--- config.mk ---
export PLATFORM = sky130hd
export DESIGN_NAME = bmp24_pixel_extractor_core_flat
export DESIGN_NICKNAME = d
export VERILOG_FILES = /design/src/rtl/core/bmpx_pkg.sv /design/src/rtl/core/bmpx_req_if.sv /design/src/rtl/core/bmpx_rsp_if.sv /design/src/rtl/core/bmp24_pixel_extractor_core.sv /design/src/rtl/core/bmpx_hdr.sv /design/src/rtl/core/bmpx_seq.sv /design/src/flat_wrapper.sv
export SDC_FILE = /design/constraint.sdc
export NUM_CORES = 1
export LEC_CHECK = 0
export BUFFER_PORTS_ARGS = -buffer_cell sky130_fd_sc_hd__buf_2
export CAP_MARGIN = 25
export CORE_ASPECT_RATIO = 0.5
export CORE_MARGIN = 3
export CORE_UTILIZATION = 55
export CTS_CLUSTER_DIAMETER = 200
export DETAILED_ROUTE_END_ITERATION = 10
export GPL_ROUTABILITY_DRIVEN = 0
export HOLD_SLACK_MARGIN = 0.15
export PLACE_DENSITY = 0.75
export SLEW_MARGIN = 25
export SYNTH_ARGS = -nofsm -noshare
export SYNTH_HDL_FRONTEND = slang
export SYNTH_SLANG_ARGS = --single-unit
--- constraint.sdc ---
create_clock -name clock -period 7.7 [get_ports clock]
set_input_delay 1.155 -clock clock [delete_from_list [all_inputs] [get_ports clock]]
set_output_delay 1.155 -clock clock [all_outputs]
set_load 0.005 [all_outputs]
--- src/rtl/core/bmpx_pkg.sv ---
// bmpx_pkg: shared types and constants for the 24-bit BMP pixel extractor.
// No dependencies; compiled first.
package bmpx_pkg;

   localparam int MAX_DIM   = 4096;
   localparam int DIM_W     = $clog2(MAX_DIM + 1);
   localparam int POS_W     = 32;
   localparam int INDEX_W   = 24;
   localparam int BYTE_W    = 8;

   localparam logic [POS_W-1:0] HEADER_BYTES = 32'd54;
   localparam logic [POS_W-1:0] LAST_HDR_POS = HEADER_BYTES - 32'd1;
   localparam logic [POS_W-1:0] SIG_POS      = 32'd1;
   localparam logic [POS_W-1:0] OFFSET_POS   = 32'd10;
   localparam logic [POS_W-1:0] WIDTH_POS    = 32'd18;
   localparam logic [POS_W-1:0] HEIGHT_POS   = 32'd22;
   localparam logic [POS_W-1:0] BPP_POS      = 32'd28;
   localparam logic [POS_W-1:0] MAX_DIM_VAL  = POS_W'(MAX_DIM);

   localparam logic [15:0]       BPP_24 = 16'd24;
   localparam logic [BYTE_W-1:0] SIG_B  = 8'h42;
   localparam logic [BYTE_W-1:0] SIG_M  = 8'h4D;

   typedef enum logic [2:0] {
      PH_IDLE,
      PH_HEADER,
      PH_SKIP,
      PH_DATA,
      PH_PAD,
      PH_HALT
   } phase_type;

   typedef enum logic [1:0] {
      ST_PIXEL     = 2'd0,
      ST_BAD_SIG   = 2'd1,
      ST_BAD_DEPTH = 2'd2,
      ST_BAD_SIZE  = 2'd3
   } status_type;

   // control from the sequencer to the header capture
   typedef struct packed {
      logic clear;
      logic load;
      logic count;
   } hdr_ctl_type;

   // header fields and checks seen by the sequencer
   typedef struct packed {
      logic [POS_W-1:0]   pos;
      logic [POS_W-1:0]   pos_inc;
      logic [POS_W-1:0]   data_offset;
      logic [DIM_W-1:0]   width;
      logic [DIM_W-1:0]   height;
      logic               bpp_ok;
      logic               dims_ok;
      logic [BYTE_W-1:0]  first_byte;
      logic [INDEX_W-1:0] row_base_init;
   } hdr_info_type;

   typedef struct packed {
      status_type         status;
      logic [INDEX_W-1:0] pixel_index;
      logic [BYTE_W-1:0]  red;
      logic [BYTE_W-1:0]  green;
      logic [BYTE_W-1:0]  blue;
      logic               last_pixel;
   } rsp_data_type;

endpackage

--- src/rtl/core/bmpx_req_if.sv ---
// bmpx_req_if: byte stream channel into the extractor.
// Depends on bmpx_pkg.
interface bmpx_req_if;
   logic                        valid;
   logic                        ready;
   logic [bmpx_pkg::BYTE_W-1:0] file_byte;
   logic                        start_req;

   modport source (output valid, output file_byte, output start_req, input ready);
   modport sink   (input valid, input file_byte, input start_req, output ready);
endinterface

--- src/rtl/core/bmpx_rsp_if.sv ---
// bmpx_rsp_if: pixel / error result channel out of the extractor.
// Depends on bmpx_pkg.
interface bmpx_rsp_if;
   logic                         valid;
   logic                         ready;
   logic [1:0]                   status;
   logic [bmpx_pkg::INDEX_W-1:0] pixel_index;
   logic [bmpx_pkg::BYTE_W-1:0]  red;
   logic [bmpx_pkg::BYTE_W-1:0]  green;
   logic [bmpx_pkg::BYTE_W-1:0]  blue;
   logic                         last_pixel;

   modport source (output valid, output status, output pixel_index, output red,
                   output green, output blue, output last_pixel, input ready);
   modport sink   (input valid, input status, input pixel_index, input red,
                   input green, input blue, input last_pixel, output ready);
endinterface

--- src/rtl/core/bmp24_pixel_extractor_core.sv ---
// bmp24_pixel_extractor_core: top level of the 24-bit BMP pixel extractor.
// Depends on bmpx_pkg, bmpx_req_if, bmpx_rsp_if, bmpx_hdr and bmpx_seq.
//
//   channel   dir  handshake          payload
//   req_chan  in   valid/ready        file_byte[7:0], start_req
//   rsp_chan  out  valid/ready        status[1:0], pixel_index[23:0],
//                                     red, green, blue[7:0], last_pixel
//
// One byte per cycle sustained while the result channel is not stalled.
// A byte is held in the input register; its result goes to the result register.
// Synchronous active-high reset puts the sequencer in idle; bytes without
// start_req are dropped until a start. A stalled result holds the input
// register; the input register drains whenever the result register is
// empty or being taken, so back-to-back transactions flow without bubbles.
module bmp24_pixel_extractor_core (
   input logic      clock,
   input logic      reset,
   bmpx_req_if.sink   req_chan,
   bmpx_rsp_if.source rsp_chan
);
   import bmpx_pkg::*;

   // input register
   logic              in_valid_ff, in_valid_in;
   logic [BYTE_W-1:0] in_byte_ff, in_byte_in;
   logic              in_start_ff, in_start_in;

   // result register
   logic              out_valid_ff, out_valid_in;
   rsp_data_type      out_data_ff, out_data_in;

   logic              advance;
   logic              res_valid;
   rsp_data_type      res;
   hdr_ctl_type       hdr_ctl;
   hdr_info_type      hdr_info;

   // a byte moves on when the result register can take whatever it makes
   assign advance        = in_valid_ff && (!out_valid_ff || rsp_chan.ready);
   assign req_chan.ready = !in_valid_ff || advance;

   always_comb begin
      in_valid_in = in_valid_ff;
      in_byte_in  = in_byte_ff;
      in_start_in = in_start_ff;
      if (req_chan.ready) begin
         in_valid_in = req_chan.valid;
         in_byte_in  = req_chan.file_byte;
         in_start_in = req_chan.start_req;
      end

      out_valid_in = out_valid_ff;
      out_data_in  = out_data_ff;
      if (advance) begin
         out_valid_in = res_valid;
         out_data_in  = res;
      end else if (rsp_chan.ready) begin
         out_valid_in = 1'b0;
      end
   end

   always_ff @(posedge clock) begin
      if (reset) begin
         in_valid_ff  <= 1'b0;
         out_valid_ff <= 1'b0;
      end else begin
         in_valid_ff  <= in_valid_in;
         out_valid_ff <= out_valid_in;
      end
   end

   always_ff @(posedge clock) begin
      in_byte_ff  <= in_byte_in;
      in_start_ff <= in_start_in;
      out_data_ff <= out_data_in;
   end

   // header capture: byte position, offset, width, height, depth
   bmpx_hdr u_hdr (
      .clock   (clock),
      .reset   (reset),
      .ctl     (hdr_ctl),
      .byte_in (in_byte_ff),
      .info    (hdr_info)
   );

   // phase sequencer: checks, skip, BGR assembly, padding, flipped index
   bmpx_seq u_seq (
      .clock     (clock),
      .reset     (reset),
      .step      (advance),
      .start     (in_start_ff),
      .byte_in   (in_byte_ff),
      .info      (hdr_info),
      .ctl       (hdr_ctl),
      .res_valid (res_valid),
      .res       (res)
   );

   assign rsp_chan.valid       = out_valid_ff;
   assign rsp_chan.status      = out_data_ff.status;
   assign rsp_chan.pixel_index = out_data_ff.pixel_index;
   assign rsp_chan.red         = out_data_ff.red;
   assign rsp_chan.green       = out_data_ff.green;
   assign rsp_chan.blue        = out_data_ff.blue;
   assign rsp_chan.last_pixel  = out_data_ff.last_pixel;

   a_error_fields_zero : assert property (@(posedge clock) disable iff (reset)
      (out_valid_ff && out_data_ff.status != ST_PIXEL) |->
         (out_data_ff.pixel_index == '0 && out_data_ff.last_pixel == 1'b0))
      else $error("error transaction carries pixel fields");

   a_no_drop : assert property (@(posedge clock) disable iff (reset)
      (out_valid_ff && !rsp_chan.ready) |=> out_valid_ff)
      else $error("pending result transaction lost");

endmodule

--- src/rtl/core/bmpx_hdr.sv ---
// bmpx_hdr: byte position counter and little-endian header field capture.
// Depends on bmpx_pkg.
module bmpx_hdr (
   input  logic                        clock,
   input  logic                        reset,
   input  bmpx_pkg::hdr_ctl_type       ctl,
   input  logic [bmpx_pkg::BYTE_W-1:0] byte_in,
   output bmpx_pkg::hdr_info_type      info
);
   import bmpx_pkg::*;

   logic [POS_W-1:0]  pos_ff, pos_in, pos_cur, pos_inc;
   logic [POS_W-1:0]  offset_ff, offset_in;
   logic [POS_W-1:0]  width_ff, width_in;
   logic [POS_W-1:0]  height_ff, height_in;
   logic [15:0]       bpp_ff, bpp_in;
   logic [BYTE_W-1:0] first_ff, first_in;
   logic [1:0]        lane;
   logic              width_ok, height_ok;
   logic [DIM_W-1:0]  height_m1;
   logic [2*DIM_W-1:0] base_prod;

   always_comb begin
      pos_cur   = ctl.clear ? '0 : pos_ff;
      pos_inc   = pos_cur + 32'd1;
      // the 4-byte fields start at byte 2 mod 4, so lane = (pos - 2) mod 4
      lane      = pos_cur[1:0] - 2'd2;
      offset_in = ctl.clear ? '0 : offset_ff;
      width_in  = ctl.clear ? '0 : width_ff;
      height_in = ctl.clear ? '0 : height_ff;
      bpp_in    = ctl.clear ? '0 : bpp_ff;
      first_in  = first_ff;
      if (ctl.load) begin
         if (pos_cur == '0) begin
            first_in = byte_in;
         end else if (pos_cur >= OFFSET_POS && pos_cur <= OFFSET_POS + 32'd3) begin
            offset_in[{lane, 3'b000} +: BYTE_W] = byte_in;
         end else if (pos_cur >= WIDTH_POS && pos_cur <= WIDTH_POS + 32'd3) begin
            width_in[{lane, 3'b000} +: BYTE_W] = byte_in;
         end else if (pos_cur >= HEIGHT_POS && pos_cur <= HEIGHT_POS + 32'd3) begin
            height_in[{lane, 3'b000} +: BYTE_W] = byte_in;
         end else if (pos_cur >= BPP_POS && pos_cur <= BPP_POS + 32'd1) begin
            bpp_in[{pos_cur[0], 3'b000} +: BYTE_W] = byte_in;
         end
      end
      pos_in = ctl.count ? pos_inc : pos_cur;
   end

   always_ff @(posedge clock) begin
      if (reset) begin
         pos_ff <= '0;
      end else begin
         pos_ff <= pos_in;
      end
   end

   always_ff @(posedge clock) begin
      offset_ff <= offset_in;
      width_ff  <= width_in;
      height_ff <= height_in;
      bpp_ff    <= bpp_in;
      first_ff  <= first_in;
   end

   // signed 32-bit dimension: positive and no larger than MAX_DIM
   assign width_ok  = !width_ff[POS_W-1] && (width_ff != '0) && (width_ff <= MAX_DIM_VAL);
   assign height_ok = !height_ff[POS_W-1] && (height_ff != '0) && (height_ff <= MAX_DIM_VAL);

   assign height_m1 = height_ff[DIM_W-1:0] - DIM_W'(1);
   assign base_prod = height_m1 * width_ff[DIM_W-1:0];

   always_comb begin
      info.pos           = pos_cur;
      info.pos_inc       = pos_inc;
      info.data_offset   = offset_ff;
      info.width         = width_ff[DIM_W-1:0];
      info.height        = height_ff[DIM_W-1:0];
      info.bpp_ok        = (bpp_ff == BPP_24);
      info.dims_ok       = width_ok && height_ok;
      info.first_byte    = first_ff;
      info.row_base_init = base_prod[INDEX_W-1:0];
   end

endmodule

--- src/rtl/core/bmpx_seq.sv ---
// bmpx_seq: phase sequencer, pixel assembly and row/column counters.
// Depends on bmpx_pkg; drives bmpx_hdr through hdr_ctl_type.
module bmpx_seq (
   input  logic                        clock,
   input  logic                        reset,
   input  logic                        step,
   input  logic                        start,
   input  logic [bmpx_pkg::BYTE_W-1:0] byte_in,
   input  bmpx_pkg::hdr_info_type      info,
   output bmpx_pkg::hdr_ctl_type       ctl,
   output logic                        res_valid,
   output bmpx_pkg::rsp_data_type      res
);
   import bmpx_pkg::*;

   phase_type          phase_ff, phase_in, phase_cur;
   logic [DIM_W-1:0]   row_ff, row_in, row_cur;
   logic [DIM_W-1:0]   col_ff, col_in, col_cur, col_inc;
   logic [1:0]         chan_ff, chan_in, chan_cur;
   logic [1:0]         pad_ff, pad_in, pad_cur, pad_dec;
   logic [BYTE_W-1:0]  blue_ff, blue_in;
   logic [BYTE_W-1:0]  green_ff, green_in;
   logic [INDEX_W-1:0] base_ff, base_in;
   logic               last;
   logic               sig_ok;

   always_ff @(posedge clock) begin
      if (reset) begin
         phase_ff <= PH_IDLE;
         row_ff   <= '0;
         col_ff   <= '0;
         chan_ff  <= '0;
         pad_ff   <= '0;
      end else begin
         phase_ff <= phase_in;
         row_ff   <= row_in;
         col_ff   <= col_in;
         chan_ff  <= chan_in;
         pad_ff   <= pad_in;
      end
   end

   always_ff @(posedge clock) begin
      blue_ff  <= blue_in;
      green_ff <= green_in;
      base_ff  <= base_in;
   end

   always_comb begin
      phase_cur = (step && start) ? PH_HEADER : phase_ff;
      row_cur   = (step && start) ? '0 : row_ff;
      col_cur   = (step && start) ? '0 : col_ff;
      chan_cur  = (step && start) ? '0 : chan_ff;
      pad_cur   = (step && start) ? '0 : pad_ff;
      col_inc   = col_cur + DIM_W'(1);
      pad_dec   = pad_cur - 2'd1;
      last      = (row_cur + DIM_W'(1) == info.height) && (col_inc == info.width);
      sig_ok    = (info.first_byte == SIG_B) && (byte_in == SIG_M);

      phase_in  = phase_ff;
      row_in    = row_ff;
      col_in    = col_ff;
      chan_in   = chan_ff;
      pad_in    = pad_ff;
      blue_in   = blue_ff;
      green_in  = green_ff;
      base_in   = base_ff;

      ctl.clear = step && start;
      ctl.load  = 1'b0;
      ctl.count = 1'b0;

      res_valid       = 1'b0;
      res.status      = ST_PIXEL;
      res.pixel_index = '0;
      res.red         = '0;
      res.green       = '0;
      res.blue        = '0;
      res.last_pixel  = 1'b0;

      if (step) begin
         phase_in = phase_cur;
         row_in   = row_cur;
         col_in   = col_cur;
         chan_in  = chan_cur;
         pad_in   = pad_cur;
         unique case (phase_cur)
            PH_HEADER: begin
               ctl.load  = 1'b1;
               ctl.count = 1'b1;
               if (info.pos == SIG_POS && !sig_ok) begin
                  res_valid  = 1'b1;
                  res.status = ST_BAD_SIG;
                  phase_in   = PH_HALT;
               end else if (info.pos == LAST_HDR_POS) begin
                  if (!info.bpp_ok) begin
                     res_valid  = 1'b1;
                     res.status = ST_BAD_DEPTH;
                     phase_in   = PH_HALT;
                  end else if (!info.dims_ok) begin
                     res_valid  = 1'b1;
                     res.status = ST_BAD_SIZE;
                     phase_in   = PH_HALT;
                  end else begin
                     base_in = info.row_base_init;
                     if (!info.data_offset[POS_W-1] && info.data_offset > HEADER_BYTES) begin
                        phase_in = PH_SKIP;
                     end else begin
                        phase_in = PH_DATA;
                     end
                  end
               end
            end
            PH_SKIP: begin
               ctl.count = 1'b1;
               if (info.pos_inc >= info.data_offset) begin
                  phase_in = PH_DATA;
               end
            end
            PH_DATA: begin
               case (chan_cur)
                  2'd0: begin
                     blue_in = byte_in;
                     chan_in = 2'd1;
                  end
                  2'd1: begin
                     green_in = byte_in;
                     chan_in  = 2'd2;
                  end
                  default: begin
                     chan_in         = 2'd0;
                     res_valid       = 1'b1;
                     res.pixel_index = base_ff + INDEX_W'(col_cur);
                     res.red         = byte_in;
                     res.green       = green_ff;
                     res.blue        = blue_ff;
                     res.last_pixel  = last;
                     col_in          = col_inc;
                     if (last) begin
                        phase_in = PH_HALT;
                     end else if (col_inc == info.width) begin
                        // row padding to a 4-byte multiple is width mod 4
                        pad_in = info.width[1:0];
                        if (info.width[1:0] != 2'd0) begin
                           phase_in = PH_PAD;
                        end else begin
                           row_in  = row_cur + DIM_W'(1);
                           col_in  = '0;
                           base_in = base_ff - INDEX_W'(info.width);
                        end
                     end
                  end
               endcase
            end
            PH_PAD: begin
               pad_in = pad_dec;
               if (pad_dec == 2'd0) begin
                  row_in   = row_cur + DIM_W'(1);
                  col_in   = '0;
                  base_in  = base_ff - INDEX_W'(info.width);
                  phase_in = PH_DATA;
               end
            end
            PH_IDLE, PH_HALT: begin
            end
            default: begin
               phase_in = PH_IDLE;
            end
         endcase
      end
   end

   a_last_halts : assert property (@(posedge clock) disable iff (reset)
      (res_valid && res.last_pixel) |=> (phase_ff == PH_HALT))
      else $error("last pixel did not halt the sequencer");

   a_error_halts : assert property (@(posedge clock) disable iff (reset)
      (res_valid && res.status != ST_PIXEL) |=> (phase_ff == PH_HALT))
      else $error("error result did not halt the sequencer");

   a_pad_nonzero : assert property (@(posedge clock) disable iff (reset)
      (phase_ff == PH_PAD) |-> (pad_ff != 2'd0))
      else $error("padding phase with zero count");

   a_col_in_row : assert property (@(posedge clock) disable iff (reset)
      (phase_ff == PH_DATA) |-> (col_ff < info.width))
      else $error("column count past image width in data phase");

endmodule
--- src/flat_wrapper.sv ---
// flat-port wrapper written by rule: the top's interface ports become plain ports
module bmp24_pixel_extractor_core_flat import bmpx_pkg::*;
  (clock, reset, req_chan_valid, req_chan_file_byte, req_chan_start_req, req_chan_ready, rsp_chan_valid, rsp_chan_status, rsp_chan_pixel_index, rsp_chan_red, rsp_chan_green, rsp_chan_blue, rsp_chan_last_pixel, rsp_chan_ready);
  bmpx_req_if req_chan_i ();
  bmpx_rsp_if rsp_chan_i ();
  input logic clock;
  input logic reset;
  input wire logic [$bits(req_chan_i.valid)-1:0] req_chan_valid;
  input wire logic [$bits(req_chan_i.file_byte)-1:0] req_chan_file_byte;
  input wire logic [$bits(req_chan_i.start_req)-1:0] req_chan_start_req;
  output wire logic [$bits(req_chan_i.ready)-1:0] req_chan_ready;
  output wire logic [$bits(rsp_chan_i.valid)-1:0] rsp_chan_valid;
  output wire logic [$bits(rsp_chan_i.status)-1:0] rsp_chan_status;
  output wire logic [$bits(rsp_chan_i.pixel_index)-1:0] rsp_chan_pixel_index;
  output wire logic [$bits(rsp_chan_i.red)-1:0] rsp_chan_red;
  output wire logic [$bits(rsp_chan_i.green)-1:0] rsp_chan_green;
  output wire logic [$bits(rsp_chan_i.blue)-1:0] rsp_chan_blue;
  output wire logic [$bits(rsp_chan_i.last_pixel)-1:0] rsp_chan_last_pixel;
  input wire logic [$bits(rsp_chan_i.ready)-1:0] rsp_chan_ready;
  assign req_chan_i.valid = req_chan_valid;
  assign req_chan_i.file_byte = req_chan_file_byte;
  assign req_chan_i.start_req = req_chan_start_req;
  assign req_chan_ready = req_chan_i.ready;
  assign rsp_chan_valid = rsp_chan_i.valid;
  assign rsp_chan_status = rsp_chan_i.status;
  assign rsp_chan_pixel_index = rsp_chan_i.pixel_index;
  assign rsp_chan_red = rsp_chan_i.red;
  assign rsp_chan_green = rsp_chan_i.green;
  assign rsp_chan_blue = rsp_chan_i.blue;
  assign rsp_chan_last_pixel = rsp_chan_i.last_pixel;
  assign rsp_chan_i.ready = rsp_chan_ready;
  bmp24_pixel_extractor_core u_core (.clock(clock), .reset(reset), .req_chan(req_chan_i), .rsp_chan(rsp_chan_i));
endmodule
==> implementation parameters <==
Parameter                              Value

Synth
  Post-Syn Area per Cell    about 8.5 um^2
  XOR/XNOR share of the synthesized area    6.458%
  Biggest area consumer among synthesized cells    sky130_fd_sc_hd__dfxtp_1
  Biggest area contributors in the synthesized netlist    sky130_fd_sc_hd__dfxtp_1 (16%), sky130_fd_sc_hd__edfxtp_1 (15%), sky130_fd_sc_hd__fa_1 (11%), sky130_fd_sc_hd__ha_1 (7.5%), sky130_fd_sc_hd__nand2_1 (5.1%)
  Compound-cell area share of the yosys netlist    13.93%
  Asr flop ratio synth    0%
  EDFF count, synth    108
  Most frequently used flop master after synthesis    sky130_fd_sc_hd__dfxtp_1
  Syn nets    2,829
  Share of the synthesized area in the top cell type    16.42%
  Adder and majority cell fraction of the synthesized area    18.65%
  Cells after Synth    2,564
  Most common cell in the synthesized netlist    sky130_fd_sc_hd__nand2_1
  Sequential area share after synthesis    31.29%
  Number of distinct library cell variants in the gate-level netlist after synthesis    97
  Mux share of post-synthesis cell area    0.7455%
  Post-synth design cell area    0.02182 mm^2
  Flops & latches, synth    287
  Top cell types by occurrence after synthesis    sky130_fd_sc_hd__nand2_1 (296), sky130_fd_sc_hd__nor2_1 (248), sky130_fd_sc_hd__inv_1 (235)
  Largest family of logic cells by synthesized area    simple AND/OR/NAND/NOR gates
  Yosys warnings    0
  Area fraction in and, or, nand and nor cells after synthesis    ~22%

Finish
  Fraction of final layout cells sized beyond drive strength 1    8.105%
  Number of nets in the layout    2,833
  Total of fill cells in the finished design    roughly 3.2k
  Number of non-filler instances in the completed layout    3,112
  Area grow syn2layout    8.121%

CTS
  Maximum count of clock buffers along a single path    3
  Clock tree from TritonCTS    done
  Total clock buffers created by CTS    29
  Root Driver    sky130_fd_sc_hd__clkbuf_16
  Post-CTS Setup Repair Bufs    0
  Clk pin slew, worst setup/hold paths    70 ps
  Clock latency on the worst-skew pair    600 ps
  Number of H-tree levels    1
  Clock sink total    287

Power and ir drop
  IR Drop Worst-Case VDD    0.0001624 V
  Leakage power of the design    roughly 10 nW
  Switching power    796.5 uW
  Power density over the cells    136.7 mW/mm^2
  Combinational cell fraction of total power    4.3%
  Switching share of total power    24.69%
  Relative contribution of the clock network to total power    45.9%
  Portion of total power attributed to sequential cells    49.8%
  Total internal power    between 2 and 2.5 mW

Setup path
  Most common cell type on the critical path    sky130_fd_sc_hd__fa_1
  Data arrival time of the critical path    between 7000 and 8000 ps
  Slowest cell on crit path    sky130_fd_sc_hd__or4_1
  Endpoint class of the critical path    flop
  Delay contributed by the slowest stage of the critical path    ~550 ps
  Top Family by Delay on Critical Path    adder cells
  Type of origin of the critical path    flop
  Total buffers and inverters traversed by the critical path    5
  Category of the most critical setup path    reg -> reg
  Worst EP required    between 8000 and 9000 ps
  Worst-path fanout max    11

Floorplanning
  Die width    287.7 um
  Full die area    0.04224 mm^2
  I/O pin count    66
  Floorplan die height    146.8 um
  Floorplan Core Area    between 0.03 and 0.04 mm^2
  Initial core utilization    57.08%
  Number of rows created at floorplan    50

Timing
  Post-route minimum period    7155 ps
  Number of slew-limit violations in the final report    0
  Tightest slew margin relative to the limit    between 30% and 40%
  Layout Skew    ~21 ps
  TNS Setup    0 ps
  Final count of hold timing violations    0
  Worst-margin pin slew    913.7 ps
  Maximum achievable frequency    139.8 MHz
  Post-route clock period utilization    92.92%
  Setup Viol. Count Final    0
  Setup repair after global routing missed its margin    no
  Worst hold slack    between 400 and 500 ps

Placed design
  Buffers added on ports    65
  Total half-perimeter wirelength after legalization and detailed placement    43.55 mm
  Total instance count after detailed placement    3,056

Drt
  Initial DRC Count    between 2k and 2.5k
  Number of detailed-route iterations in the first pass    6
  WL per Instance    18.89 um
  Post-DRT Antenna Nets    0
  Vias post-DR    18.77k
  Routed vias/inst    6.033
  Post-Route WL    58.80 mm
  Post-detailed-route DRC marker count    0

Global routing
  Remaining global-route overflow    0
  Maximum number of pins on one net before global-route repair    80
  Global-route usage over all layers    27.78%
  Number of antenna violations at the first check in global routing    0
  Wire length of the first global-routing pass    95.19 mm
  Vias in the first global route    18.00k

Worst hold path
  Hold Path Class    reg -> reg

Outcome
  Result of the run    finished, final reports clean

Run
  Number of maximum-capacitance constraint violations    0
[final timing paths]
path | slack [ps] | from | cells past startpoint | end
worst min register to register | 450 | u_core.u_hdr.bpp_ff[3] | 2 | u_core.u_hdr.bpp_ff[3]
worst min-delay path | 450 | u_core.u_hdr.bpp_ff[3] | 2 | u_core.u_hdr.bpp_ff[3]
worst max-delay path | 540 | u_core.u_hdr.height_ff[2] | 25 | u_core.u_seq.base_ff[23]
worst max register to register | 540 | u_core.u_hdr.height_ff[2] | 25 | u_core.u_seq.base_ff[23]
[cell type report]
cell class              count  area [um^2]  share of cell area, %
clock buffers              35        843.3                  3.575
multi-input cells        1910        13620                  57.72
repair buffers            100        591.8                  2.509
well taps                 520        650.6                  2.758
diodes                      1        2.502                0.01061
flip-flops and latches    287         6827                  28.94
inverters                 240        900.9                  3.819
clock inverters            19        157.7                 0.6683
[worst register-to-register path: cells and delay by family, from the launching register on]
kind | cells | cell delay [ps]
AO/OA/AOI/OAI | 7 | 1360
multiplexers | 1 | 80
flip-flops | 1 | 390
AND/OR/NAND/NOR | 4 | 1480
XOR/XNOR | 2 | 280
adder cells (fa/ha/maj) | 6 | 2890
buffers and inverters | 5 | 390
[registers in the layout, indices dropped and copies added (netlist names), 13 cells and up]
signal,cells
u_core.rsp_chan.pixel_index,24
u_core.u_hdr.bpp_ff,16
u_core.u_hdr.height_ff,32
u_core.u_hdr.offset_ff,32
u_core.u_hdr.pos_ff,32
u_core.u_hdr.width_ff,32
u_core.u_seq.base_ff,24
u_core.u_seq.col_ff,13
u_core.u_seq.row_ff,13
[cells in the final DEF (no fill, tap or decap), types with 65 or more instances in the layout]
| cell | count |
|---|---|
| sky130_fd_sc_hd__a21oi_1 | 103 |
| sky130_fd_sc_hd__nor2_1 | 246 |
| sky130_fd_sc_hd__dfxtp_1 | 179 |
| sky130_fd_sc_hd__edfxtp_1 | 108 |
| sky130_fd_sc_hd__nand3_1 | 142 |
| sky130_fd_sc_hd__inv_1 | 234 |
| sky130_fd_sc_hd__nand2_1 | 295 |
| sky130_fd_sc_hd__xnor2_1 | 101 |
| sky130_fd_sc_hd__fa_1 | 122 |
| sky130_fd_sc_hd__o21ai_0 | 177 |
| sky130_fd_sc_hd__ha_1 | 130 |
| sky130_fd_sc_hd__buf_2 | 65 |
[power groups by stage]
stage / sequential (mW) / combinational, mW / clock (mW)
floorplan: 1.63 / 0.0929 / 0
global placement: 1.64 / 0.135 / 0
detailed placement: 1.64 / 0.137 / 0
CTS: 1.61 / 0.137 / 1.50
global route: 1.61 / 0.152 / 1.57
finish: 1.61 / 0.139 / 1.48
[repair_timing]
action / CTS / global route
setup endpoints to repair: 0 / 3
hold buffers: 0 / 0
gates resized for setup: 0 / 2
[through the flow]
| step | total power, mW | setup WS [ps] | instance area, um^2 | util [%] |
|---|---|---|---|---|
| global placement | 1.774 | 500.3 | 22560 | 59.03 |
| finish | 3.226 | 544.8 | 23590 | 61.71 |
| detailed placement | 1.776 | 318.9 | 22570 | 59.04 |
| global route | 3.330 | 133.9 | 23590 | 61.71 |
| CTS | 3.241 | 298.9 | 23570 | 61.66 |
| floorplan | 1.723 | 547.1 | 21820 | - |
[layer usage]
layer	wire length, um	part of all wire (%)	track usage [%]	vias up
li1	-	-	-	8818
met4	1786	3.0	7.988	0
met2	26570	45	44.77	895
met3	5571	9.5	5.039	143
met5	0	0	0	-
met1	24870	42	38.45	8918
[kinds of logic (layout without fill, tap and decap cells)]
| family | after synthesis | after routing |
|---|---|---|
| AND/OR/NAND/NOR | 1005 | 1005 |
| multiplexers | 16 | 16 |
| buffers and inverters | 367 | 394 |
| AO/OA/AOI/OAI | 481 | 481 |
| other | 0 | 1 |
| flip-flops | 287 | 287 |
| adder cells (fa/ha/maj) | 252 | 252 |
| XOR/XNOR | 156 | 156 |
No activity file was read; power rests on OpenSTA's default activity.
